==> src/atpt_pkg.sv <==
// Shared types and constants for the ANSI text to planar tile converter.
// Used by the front parser, the command queue, the tile back end and the top level.
package atpt_pkg;

	typedef enum logic [1:0] {
		GLYPH_BLANK,
		GLYPH_HASH,
		GLYPH_RING
	} glyph_t;

	typedef struct packed {
		logic [2:0] fore;
		logic [1:0] back;
		glyph_t     glyph;
	} draw_cmd_t;

	typedef struct packed {
		logic emitting;
		logic pop;
	} back_status_t;

	localparam int QDEPTH = 4;
	localparam int QPTR_W = 2;
	localparam int QCNT_W = 3;

	localparam logic [7:0] BYTE_ESC      = 8'h1b;
	localparam logic [7:0] BYTE_LBRACKET = 8'h5b;
	localparam logic [7:0] BYTE_SEMI     = 8'h3b;
	localparam logic [7:0] BYTE_M        = 8'h6d;
	localparam logic [7:0] BYTE_HASH     = 8'h23;
	localparam logic [7:0] BYTE_RING     = 8'h4f;
	localparam logic [7:0] BYTE_ZERO     = 8'h30;

	localparam logic [7:0][2:0] HASH_ROWS = {3'd2, 3'd2, 3'd7, 3'd2, 3'd2, 3'd7, 3'd2, 3'd2};
	localparam logic [7:0][2:0] RING_ROWS = {3'd2, 3'd5, 3'd5, 3'd5, 3'd5, 3'd5, 3'd5, 3'd2};

	function automatic logic glyph_bit(glyph_t g, logic [2:0] row, logic [1:0] col);
		logic [2:0] pat;
		case (g)
			GLYPH_HASH: pat = HASH_ROWS[row];
			GLYPH_RING: pat = RING_ROWS[row];
			default:    pat = 3'd0;
		endcase
		return (col == 2'd3) ? 1'b0 : pat[col];
	endfunction

endpackage

==> src/atpt_front.sv <==
// Front end: accepts text bytes, parses escape sequences and tracks the colour pair.
// Issues one draw command per drawn byte into the queue. Depends on atpt_pkg.
module atpt_front (
	input  logic                 clk,
	input  logic                 arst_n,
	input  logic                 accept,
	input  logic [7:0]           in_byte,
	output logic                 push,
	output atpt_pkg::draw_cmd_t  cmd
);

	typedef enum logic [1:0] {
		MODE_TEXT,
		MODE_ESC,
		MODE_PARAM
	} mode_t;

	localparam logic [6:0] ATTR_A = 7'h47;
	localparam logic [6:0] ATTR_B = 7'h4f;
	localparam logic [6:0] ATTR_C = 7'h5f;
	localparam logic [6:0] ATTR_D = 7'h7f;
	localparam logic [6:0] ATTR_E = 7'h07;
	localparam logic [6:0] ATTR_F = 7'h78;

	localparam logic [7:0] BYTE_ZERO_L = atpt_pkg::BYTE_ZERO;

	mode_t      mode_q, mode_d;
	logic [7:0] acc_q, acc_d;
	logic [6:0] attr_q, attr_d;
	logic [2:0] fore_q, fore_d;
	logic [1:0] back_q, back_d;
	logic       draw;

	mode_t      pm_mode;
	logic [7:0] pm_acc;
	logic [6:0] pm_attr;
	logic [6:0] attr_applied;
	logic [7:0] acc_digit;
	logic [7:0] p_m30;
	logic [7:0] p_m40;

	atpt_pkg::glyph_t glyph_sel;

	assign p_m30     = acc_q - 8'd30;
	assign p_m40     = acc_q - 8'd40;
	assign acc_digit = (acc_q << 3) + (acc_q << 1) + (in_byte - BYTE_ZERO_L);

	always_comb begin
		attr_applied = attr_q;
		if (acc_q == 8'd0) begin
			attr_applied = attr_q & 7'h3f;
		end else if (acc_q == 8'd1) begin
			attr_applied = attr_q | 7'h40;
		end else if (acc_q >= 8'd30 && acc_q <= 8'd39) begin
			attr_applied = {attr_q[6], p_m30[2:0], attr_q[2:0]};
		end else if (acc_q >= 8'd40 && acc_q <= 8'd49) begin
			attr_applied = {attr_q[6:3], p_m40[2:0]};
		end
	end

	always_comb begin
		if (in_byte == atpt_pkg::BYTE_M || in_byte == atpt_pkg::BYTE_SEMI) begin
			pm_attr = attr_applied;
			pm_acc  = 8'd0;
			pm_mode = (in_byte == atpt_pkg::BYTE_M) ? MODE_TEXT : MODE_PARAM;
		end else begin
			pm_attr = attr_q;
			pm_acc  = acc_digit;
			pm_mode = MODE_PARAM;
		end
	end

	always_comb begin
		mode_d = mode_q;
		acc_d  = acc_q;
		attr_d = attr_q;
		fore_d = fore_q;
		back_d = back_q;
		draw   = 1'b0;
		unique case (mode_q)
			MODE_ESC: begin
				if (in_byte == atpt_pkg::BYTE_LBRACKET) begin
					mode_d = MODE_PARAM;
				end else begin
					mode_d = pm_mode;
					acc_d  = pm_acc;
					attr_d = pm_attr;
				end
			end
			MODE_PARAM: begin
				mode_d = pm_mode;
				acc_d  = pm_acc;
				attr_d = pm_attr;
			end
			default: begin
				if (in_byte == atpt_pkg::BYTE_ESC) begin
					mode_d = MODE_ESC;
					acc_d  = 8'd0;
				end else begin
					mode_d = MODE_TEXT;
					draw   = 1'b1;
					case (attr_q)
						ATTR_A: begin fore_d = 3'd1; back_d = 2'd3; end
						ATTR_B: begin fore_d = 3'd2; back_d = 2'd3; end
						ATTR_C: begin fore_d = 3'd4; back_d = 2'd3; end
						ATTR_D: begin fore_d = 3'd5; back_d = 2'd3; end
						ATTR_E: begin fore_d = 3'd0; back_d = 2'd3; end
						ATTR_F: begin fore_d = 3'd5; back_d = 2'd0; end
						default: ;
					endcase
				end
			end
		endcase
	end

	always_ff @(posedge clk or negedge arst_n) begin
		if (!arst_n) begin
			mode_q <= MODE_TEXT;
			acc_q  <= 8'd0;
			attr_q <= 7'd0;
			fore_q <= 3'd0;
			back_q <= 2'd0;
		end else if (accept) begin
			mode_q <= mode_d;
			acc_q  <= acc_d;
			attr_q <= attr_d;
			fore_q <= fore_d;
			back_q <= back_d;
		end
	end

	always_comb begin
		if (in_byte == atpt_pkg::BYTE_HASH) begin
			glyph_sel = atpt_pkg::GLYPH_HASH;
		end else if (in_byte == atpt_pkg::BYTE_RING) begin
			glyph_sel = atpt_pkg::GLYPH_RING;
		end else begin
			glyph_sel = atpt_pkg::GLYPH_BLANK;
		end
	end

	assign push      = accept && draw;
	assign cmd.fore  = fore_d;
	assign cmd.back  = back_d;
	assign cmd.glyph = glyph_sel;

endmodule

==> src/atpt_fifo.sv <==
// Short command queue between the parser and the tile back end.
// Holds draw commands in registers. Depends on atpt_pkg.
module atpt_fifo (
	input  logic                        clk,
	input  logic                        arst_n,
	input  logic                        push,
	input  atpt_pkg::draw_cmd_t         push_data,
	input  logic                        pop,
	output atpt_pkg::draw_cmd_t         pop_data,
	output logic                        full,
	output logic                        empty,
	output logic [atpt_pkg::QCNT_W-1:0] count
);

	atpt_pkg::draw_cmd_t               mem_q [atpt_pkg::QDEPTH];
	logic [atpt_pkg::QPTR_W-1:0]       wr_q;
	logic [atpt_pkg::QPTR_W-1:0]       rd_q;
	logic [atpt_pkg::QCNT_W-1:0]       cnt_q;

	assign full     = (cnt_q == atpt_pkg::QCNT_W'(atpt_pkg::QDEPTH));
	assign empty    = (cnt_q == '0);
	assign count    = cnt_q;
	assign pop_data = mem_q[rd_q];

	always_ff @(posedge clk) begin
		if (push) begin
			mem_q[wr_q] <= push_data;
		end
	end

	always_ff @(posedge clk or negedge arst_n) begin
		if (!arst_n) begin
			wr_q  <= '0;
			rd_q  <= '0;
			cnt_q <= '0;
		end else begin
			if (push) begin
				wr_q <= wr_q + 1'b1;
			end
			if (pop) begin
				rd_q <= rd_q + 1'b1;
			end
			if (push && !pop) begin
				cnt_q <= cnt_q + 1'b1;
			end else if (pop && !push) begin
				cnt_q <= cnt_q - 1'b1;
			end
		end
	end

endmodule

==> src/atpt_back.sv <==
// Back end: shifts glyph columns into the eight-row, four-plane tile and emits
// each finished tile as 16 words through an output register. Depends on atpt_pkg.
module atpt_back (
	input  logic                    clk,
	input  logic                    arst_n,
	input  logic                    q_empty,
	input  atpt_pkg::draw_cmd_t     q_data,
	output atpt_pkg::back_status_t  status,
	output logic                    out_valid,
	input  logic                    out_stall,
	output logic [15:0]             tile_word,
	output logic                    last_word
);

	typedef enum logic [1:0] {
		ST_IDLE,
		ST_SHIFT,
		ST_EMIT
	} state_t;

	state_t              state_q;
	atpt_pkg::draw_cmd_t cmd_q;
	logic [1:0]          col_q;
	logic [2:0]          ccount_q;
	logic [3:0]          idx_q;
	logic [3:0][7:0]     rows_q [8];
	logic                out_valid_q;
	logic [15:0]         word_q;
	logic                last_q;

	logic                pop;
	logic                load_out;
	logic [2:0]          ccount_nx;
	logic [15:0]         word_nx;

	assign pop       = (state_q == ST_IDLE) && !q_empty;
	assign load_out  = (state_q == ST_EMIT) && (!out_valid_q || !out_stall);
	assign ccount_nx = ccount_q + 3'd1;
	assign word_nx   = idx_q[3] ? {rows_q[idx_q[2:0]][3], rows_q[idx_q[2:0]][2]}
	                            : {rows_q[idx_q[2:0]][1], rows_q[idx_q[2:0]][0]};

	always_ff @(posedge clk or negedge arst_n) begin
		if (!arst_n) begin
			state_q     <= ST_IDLE;
			cmd_q       <= '0;
			col_q       <= 2'd0;
			ccount_q    <= 3'd0;
			idx_q       <= 4'd0;
			out_valid_q <= 1'b0;
			word_q      <= 16'd0;
			last_q      <= 1'b0;
			for (int r = 0; r < 8; r++) begin
				rows_q[r] <= '0;
			end
		end else begin
			if (load_out) begin
				out_valid_q <= 1'b1;
			end else if (!out_stall) begin
				out_valid_q <= 1'b0;
			end
			unique case (state_q)
				ST_IDLE: begin
					if (pop) begin
						cmd_q   <= q_data;
						col_q   <= 2'd0;
						state_q <= ST_SHIFT;
					end
				end
				ST_SHIFT: begin
					for (int r = 0; r < 8; r++) begin
						logic [2:0] colour;
						colour = atpt_pkg::glyph_bit(cmd_q.glyph, 3'(r), col_q) ? cmd_q.fore
						                                                        : {1'b0, cmd_q.back};
						for (int p = 0; p < 3; p++) begin
							rows_q[r][p] <= {rows_q[r][p][6:0], colour[p]};
						end
						rows_q[r][3] <= {rows_q[r][3][6:0], 1'b0};
					end
					ccount_q <= ccount_nx;
					col_q    <= col_q + 2'd1;
					if (ccount_nx == 3'd0) begin
						idx_q   <= 4'd0;
						state_q <= ST_EMIT;
					end else if (col_q == 2'd2) begin
						state_q <= ST_IDLE;
					end
				end
				ST_EMIT: begin
					if (load_out) begin
						word_q <= word_nx;
						last_q <= (idx_q == 4'd15);
						idx_q  <= idx_q + 4'd1;
						if (idx_q == 4'd15) begin
							state_q <= (col_q == 2'd3) ? ST_IDLE : ST_SHIFT;
						end
					end
				end
				default: state_q <= ST_IDLE;
			endcase
		end
	end

	assign status.emitting = (state_q == ST_EMIT);
	assign status.pop      = pop;
	assign out_valid       = out_valid_q;
	assign tile_word       = word_q;
	assign last_word       = last_q;

endmodule

==> src/ansi_text_to_planar_tiles.sv <==
// ANSI text to planar tiles: escape bytes are taken while the queue has room.
// A drawn byte is fetched from the queue and then shifted in as three glyph columns;
// a completed tile is emitted as 16 words, one word per cycle unless the output stalls.
// The first word is registered in the emit state that follows the tile's last column.
// The four-entry command queue decouples parser and back end.
// Asynchronous reset clears parse state, attribute, colours, column count and all planes.
module ansi_text_to_planar_tiles (
	input  logic        clk,
	input  logic        arst_n,
	input  logic        in_valid,
	output logic        in_stall,
	input  logic [7:0]  in_byte,
	output logic        out_valid,
	input  logic        out_stall,
	output logic [15:0] tile_word,
	output logic        last_word
);

	logic                        accept;
	logic                        push;
	atpt_pkg::draw_cmd_t         push_cmd;
	atpt_pkg::draw_cmd_t         pop_cmd;
	logic                        q_full;
	logic                        q_empty;
	logic [atpt_pkg::QCNT_W-1:0] q_count;
	atpt_pkg::back_status_t      back_status;

	assign in_stall = q_full;
	assign accept   = in_valid && !q_full;

	atpt_front u_front (
		.clk     (clk),
		.arst_n  (arst_n),
		.accept  (accept),
		.in_byte (in_byte),
		.push    (push),
		.cmd     (push_cmd)
	);

	atpt_fifo u_fifo (
		.clk       (clk),
		.arst_n    (arst_n),
		.push      (push),
		.push_data (push_cmd),
		.pop       (back_status.pop),
		.pop_data  (pop_cmd),
		.full      (q_full),
		.empty     (q_empty),
		.count     (q_count)
	);

	atpt_back u_back (
		.clk       (clk),
		.arst_n    (arst_n),
		.q_empty   (q_empty),
		.q_data    (pop_cmd),
		.status    (back_status),
		.out_valid (out_valid),
		.out_stall (out_stall),
		.tile_word (tile_word),
		.last_word (last_word)
	);

	a_no_overflow: assert property (@(posedge clk) disable iff (!arst_n)
		!(push && q_full))
		else $error("command pushed into a full queue");

	a_count_range: assert property (@(posedge clk) disable iff (!arst_n)
		q_count <= atpt_pkg::QCNT_W'(atpt_pkg::QDEPTH))
		else $error("queue count out of range");

	a_no_pop_emit: assert property (@(posedge clk) disable iff (!arst_n)
		!(back_status.pop && back_status.emitting))
		else $error("command fetched while a tile is being emitted");

	a_no_underflow: assert property (@(posedge clk) disable iff (!arst_n)
		back_status.pop |-> !q_empty)
		else $error("command fetched from an empty queue");

endmodule
==> config.mk <==
export PLATFORM = sky130hd
export DESIGN_NAME = ansi_text_to_planar_tiles
export DESIGN_NICKNAME = d
export VERILOG_FILES = /design/src/atpt_pkg.sv /design/src/atpt_front.sv /design/src/atpt_fifo.sv /design/src/atpt_back.sv /design/src/ansi_text_to_planar_tiles.sv
export SDC_FILE = /design/constraint.sdc
export NUM_CORES = 1
export LEC_CHECK = 0
export ABC_CLOCK_PERIOD_IN_PS = 7700
export BUFFER_PORTS_ARGS = -buffer_cell sky130_fd_sc_hd__buf_2
export CAP_MARGIN = 20
export CELL_PAD_IN_SITES_DETAIL_PLACEMENT = 1
export CELL_PAD_IN_SITES_GLOBAL_PLACEMENT = 1
export CORE_UTILIZATION = 50
export CTS_BUF_LIST = sky130_fd_sc_hd__clkbuf_16
export CTS_CLUSTER_SIZE = 25
export DETAILED_ROUTE_END_ITERATION = 12
export PLACE_DENSITY = 0.81
export SLEW_MARGIN = 20
export SYNTH_ARGS = -nofsm -noshare
export SYNTH_HDL_FRONTEND = slang
export SYNTH_HIERARCHICAL = 1
export SYNTH_SLANG_ARGS = --single-unit
==> constraint.sdc <==
create_clock -name clk -period 7.7 [get_ports clk]
set_input_delay 0.77 -clock clk [delete_from_list [all_inputs] [get_ports clk]]
set_output_delay 0.77 -clock clk [all_outputs]
set_load 0.01 [all_outputs]
==> reports/results.tsv <==
metric	value	unit
status	finished clean	
Worst Tran Pin Value	0.9762	ns
global-route wire length before repair	32320	µm
overall power	3.898	mW
clock-pin slew reported for the worst setup and hold paths after clock tree synthesis	0.06	ns
unrepaired setup endpoints after global routing	false	
cell leakage power	4.279	nW
count of flip-flops with a built-in enable after synthesis	28	
most frequently used flop master after synthesis	sky130_fd_sc_hd__dfrtp_1	
sequential cell area fraction in the yosys report	51.52	%
FP Rows	46	
x dimension of the die	130.7	µm
WL met3	435	µm
arrival time reported for the critical path endpoint	3.24	ns
effective utilization at floorplan	51.61	%
number of sinks driven by the clock tree	165	
dpl hpwl	12920	µm
pin count of the biggest net entering global routing	76	
height of the die	130.7	µm
Core Box Area	16060	µm²
Synth Net Count	831	
main area contributors after synthesis	sky130_fd_sc_hd__dfrtp_1, sky130_fd_sc_hd__nand2_1, sky130_fd_sc_hd__edfxtp_1	
maximum clock frequency	0.3446	GHz
TritonCTS clock tree	done	
CTS buffer count	17	
fraction of post-synthesis cell area in the top cell type by area	41.37	%
total I/O pin count	31	
Min Clock Period, post-route	2.902	ns
post-detailed-route wirelength per cell	19.00	µm
# resized after CTS	0	
yosys warns	6	
number of max-slew violations in the final report	0	
cell type with the highest aggregate area in the netlist	sky130_fd_sc_hd__dfrtp_1	
number of violations reported at the end of detailed-routing iteration 0	384	
buffers inserted by post-CTS timing repair	0	
Avg Inst Size Synth	10.53	µm²
most used standard cells in the synthesized netlist	sky130_fd_sc_hd__nand2_1, sky130_fd_sc_hd__dfrtp_1, sky130_fd_sc_hd__o21ai_1, sky130_fd_sc_hd__inv_1, sky130_fd_sc_hd__edfxtp_1	
gate count after technology mapping	787	
DIE AREA	17090	µm²
sum of met2 wire segment lengths after detailed routing	9915	µm
wire length reported by the detailed router	19580	µm
drt pass-1 iters	4	
number of nets with antenna violations after detailed routing	0	
area added between synthesis and finish	10.63	%
Post-route DRC	0	
Hold-fix buffers, CTS	0	
maximum level of the CTS H-tree	4	
sort of element at the end of the critical path	flip-flop	
power density over the cells	425.2	nW/µm²
count of input and output buffers	30	
number of global-route vias before repair	6244	
ANT cells	0	
share of async-settable or async-resettable flops after synthesis	83.03	%
buffer depth of the longest clock path	2	
CP Launch Type	flip-flop	
Slew headroom	34.92	%
critical path peak fanout	15	
overall global routing resource usage	25.10	%
fraction of the core area covered by cells at the end of the flow	57.09	%
latest clock arrival within the worst-skew pair	0.43	ns
Clock Skew	0.008976	ns
most used standard cell by instance count after synthesis	sky130_fd_sc_hd__nand2_1	
fraction of layout cells with a size suffix above 1	13.88	%
path category of the worst min-delay check	in2async	
Clk Tree Root Cell	sky130_fd_sc_hd__clkbuf_16	
number of distinct library cell variants in the gate-level netlist after synthesis	67	
worst path required time	8.03	ns
number of synthesized register bits	165	
final period utilization	37.68	%
final hold viol count	0	
residual overflow from global routing	0	
Fill cells	1724	
gpl congestion	0.9149	
path type of the worst setup path	reg2reg	
count of final setup violators	0	
via-per-instance ratio	5.739	
post-route met1 wirelength	8892	µm
Total Negative Setup Slacks	0	ns
Final nets	846	
count of maximum capacitance violations	0	
top layer reached by signal wires	met4	
netlist area before placement	8287	µm²
initial antenna violation count	0	
worst supply voltage drop on vdd	0.0003397	V
vias	5911	
cell usage in the layout (no fill, tap or decap), types with 8 or more instances in the layout:
cell type / count
sky130_fd_sc_hd__nand2_1: 234
sky130_fd_sc_hd__dfrtp_1: 137
sky130_fd_sc_hd__inv_1: 32
sky130_fd_sc_hd__o21ai_1: 31
sky130_fd_sc_hd__buf_2: 29
sky130_fd_sc_hd__edfxtp_1: 28
sky130_fd_sc_hd__ha_1: 26
sky130_fd_sc_hd__mux2_1: 23
sky130_fd_sc_hd__o22ai_1: 23
sky130_fd_sc_hd__clkbuf_16: 18
sky130_fd_sc_hd__mux2_2: 17
sky130_fd_sc_hd__nor2_1: 16
sky130_fd_sc_hd__nand3_1: 14
sky130_fd_sc_hd__a21oi_1: 11
sky130_fd_sc_hd__xnor2_1: 10
sky130_fd_sc_hd__mux2i_1: 9
sky130_fd_sc_hd__o31ai_1: 9
sky130_fd_sc_hd__o221ai_1: 8
sky130_fd_sc_hd__o41ai_2: 8
state kept, by name, indices dropped and copies added, names as in the netlist, 4 cells and up:
register	count
u_back/rows_q	72
u_fifo/mem_q	28
u_back/tile_word	16
u_front/acc_q	8
u_back/cmd_q	7
u_front/attr_q	7
u_back/idx_q	4
worst max-delay path: stages (launching register included):
cell and delay [ns]:
sky130_fd_sc_hd__dfrtp_1 0.35, sky130_fd_sc_hd__inv_1 0.06, sky130_fd_sc_hd__ha_1 0.70, sky130_fd_sc_hd__o211ai_1 0.29, sky130_fd_sc_hd__inv_1 0.25, sky130_fd_sc_hd__ha_1 0.24, sky130_fd_sc_hd__inv_1 0.06, sky130_fd_sc_hd__fa_1 0.37
sky130_fd_sc_hd__xor2_1 0.15, sky130_fd_sc_hd__nor2_1 0.13, sky130_fd_sc_hd__xor2_1 0.20
kinds of logic (layout without fill, tap and decap cells):
kind of cell             Yosys count  after routing  synth area share [%]
XOR/XNOR                          18             18                 2.159
AO/OA/AOI/OAI                    127            127                 11.61
adder cells (fa/ha/maj)           32             32                 5.375
buffers and inverters             72             99                 4.001
AND/OR/NAND/NOR                  316            316                 16.73
multiplexers                      57             57                 8.606
flip-flops                       165            165                 51.52
final timing paths:
check                                                     from                               to  slack, ns  depth (start not counted)
worst max-delay path             u_front/mode_q[0]$_DFFE_PN0P_      u_fifo/count[2]$_DFFE_PN0P_       4.80                         10
worst min-delay path                                    arst_n   u_back/rows_q[141]$_DFFE_PN0N_       0.35                          1
worst max register to register   u_front/mode_q[0]$_DFFE_PN0P_      u_fifo/count[2]$_DFFE_PN0P_       4.80                         10
worst min register to register  u_back/rows_q[135]$_DFFE_PN0N_   u_back/rows_q[135]$_DFFE_PN0N_       0.48                          2
max in group asynchronous                               arst_n  u_back/tile_word[1]$_DFFE_PN0P_       6.08                          2
min in group clk                u_back/rows_q[135]$_DFFE_PN0N_   u_back/rows_q[135]$_DFFE_PN0N_       0.48                          2
power by group:
part	switching [mW]	internal, mW	total [mW]
clock	0.339	0.554	0.893
combinational	0.897	0.594	1.49
sequential	0.313	1.20	1.51
area by class of cell:
cell class	count	area [µm²]	area share [%]
sequential	165	4269	46.57
timing repair buffer	35	193.9	2.115
tap	216	270.3	2.948
multi-input combinational	550	3696	40.32
clock inverter	13	163.9	1.788
clock buffer	18	450.4	4.913
inverter	33	123.9	1.351
routing by layer:
layer	vias up	global-route usage (%)
met3	26	4.927
met4	0	9.060
met5	-	0
met1	3040	32.05
met2	81	42.48
li1	2764	-
per-stage QoR:
stage / hold slack [ns] / cell area, µm² / instances / setup slack (ns)
6_report: 0.3497 / 9168 / 1030 / 4.798
5_1_grt: 0.4020 / 9168 / 1030 / 4.586
4_1_cts: 0.3832 / 9168 / 1030 / 4.807
3_5_place_dp: 0.4710 / 8553 / 999 / 4.542
3_3_place_gp: 0.4581 / 8553 / 999 / 4.651
2_1_floorplan: 0.4451 / 8287 / 787 / 4.853
Note: power is estimated with default switching activity, not from simulation.
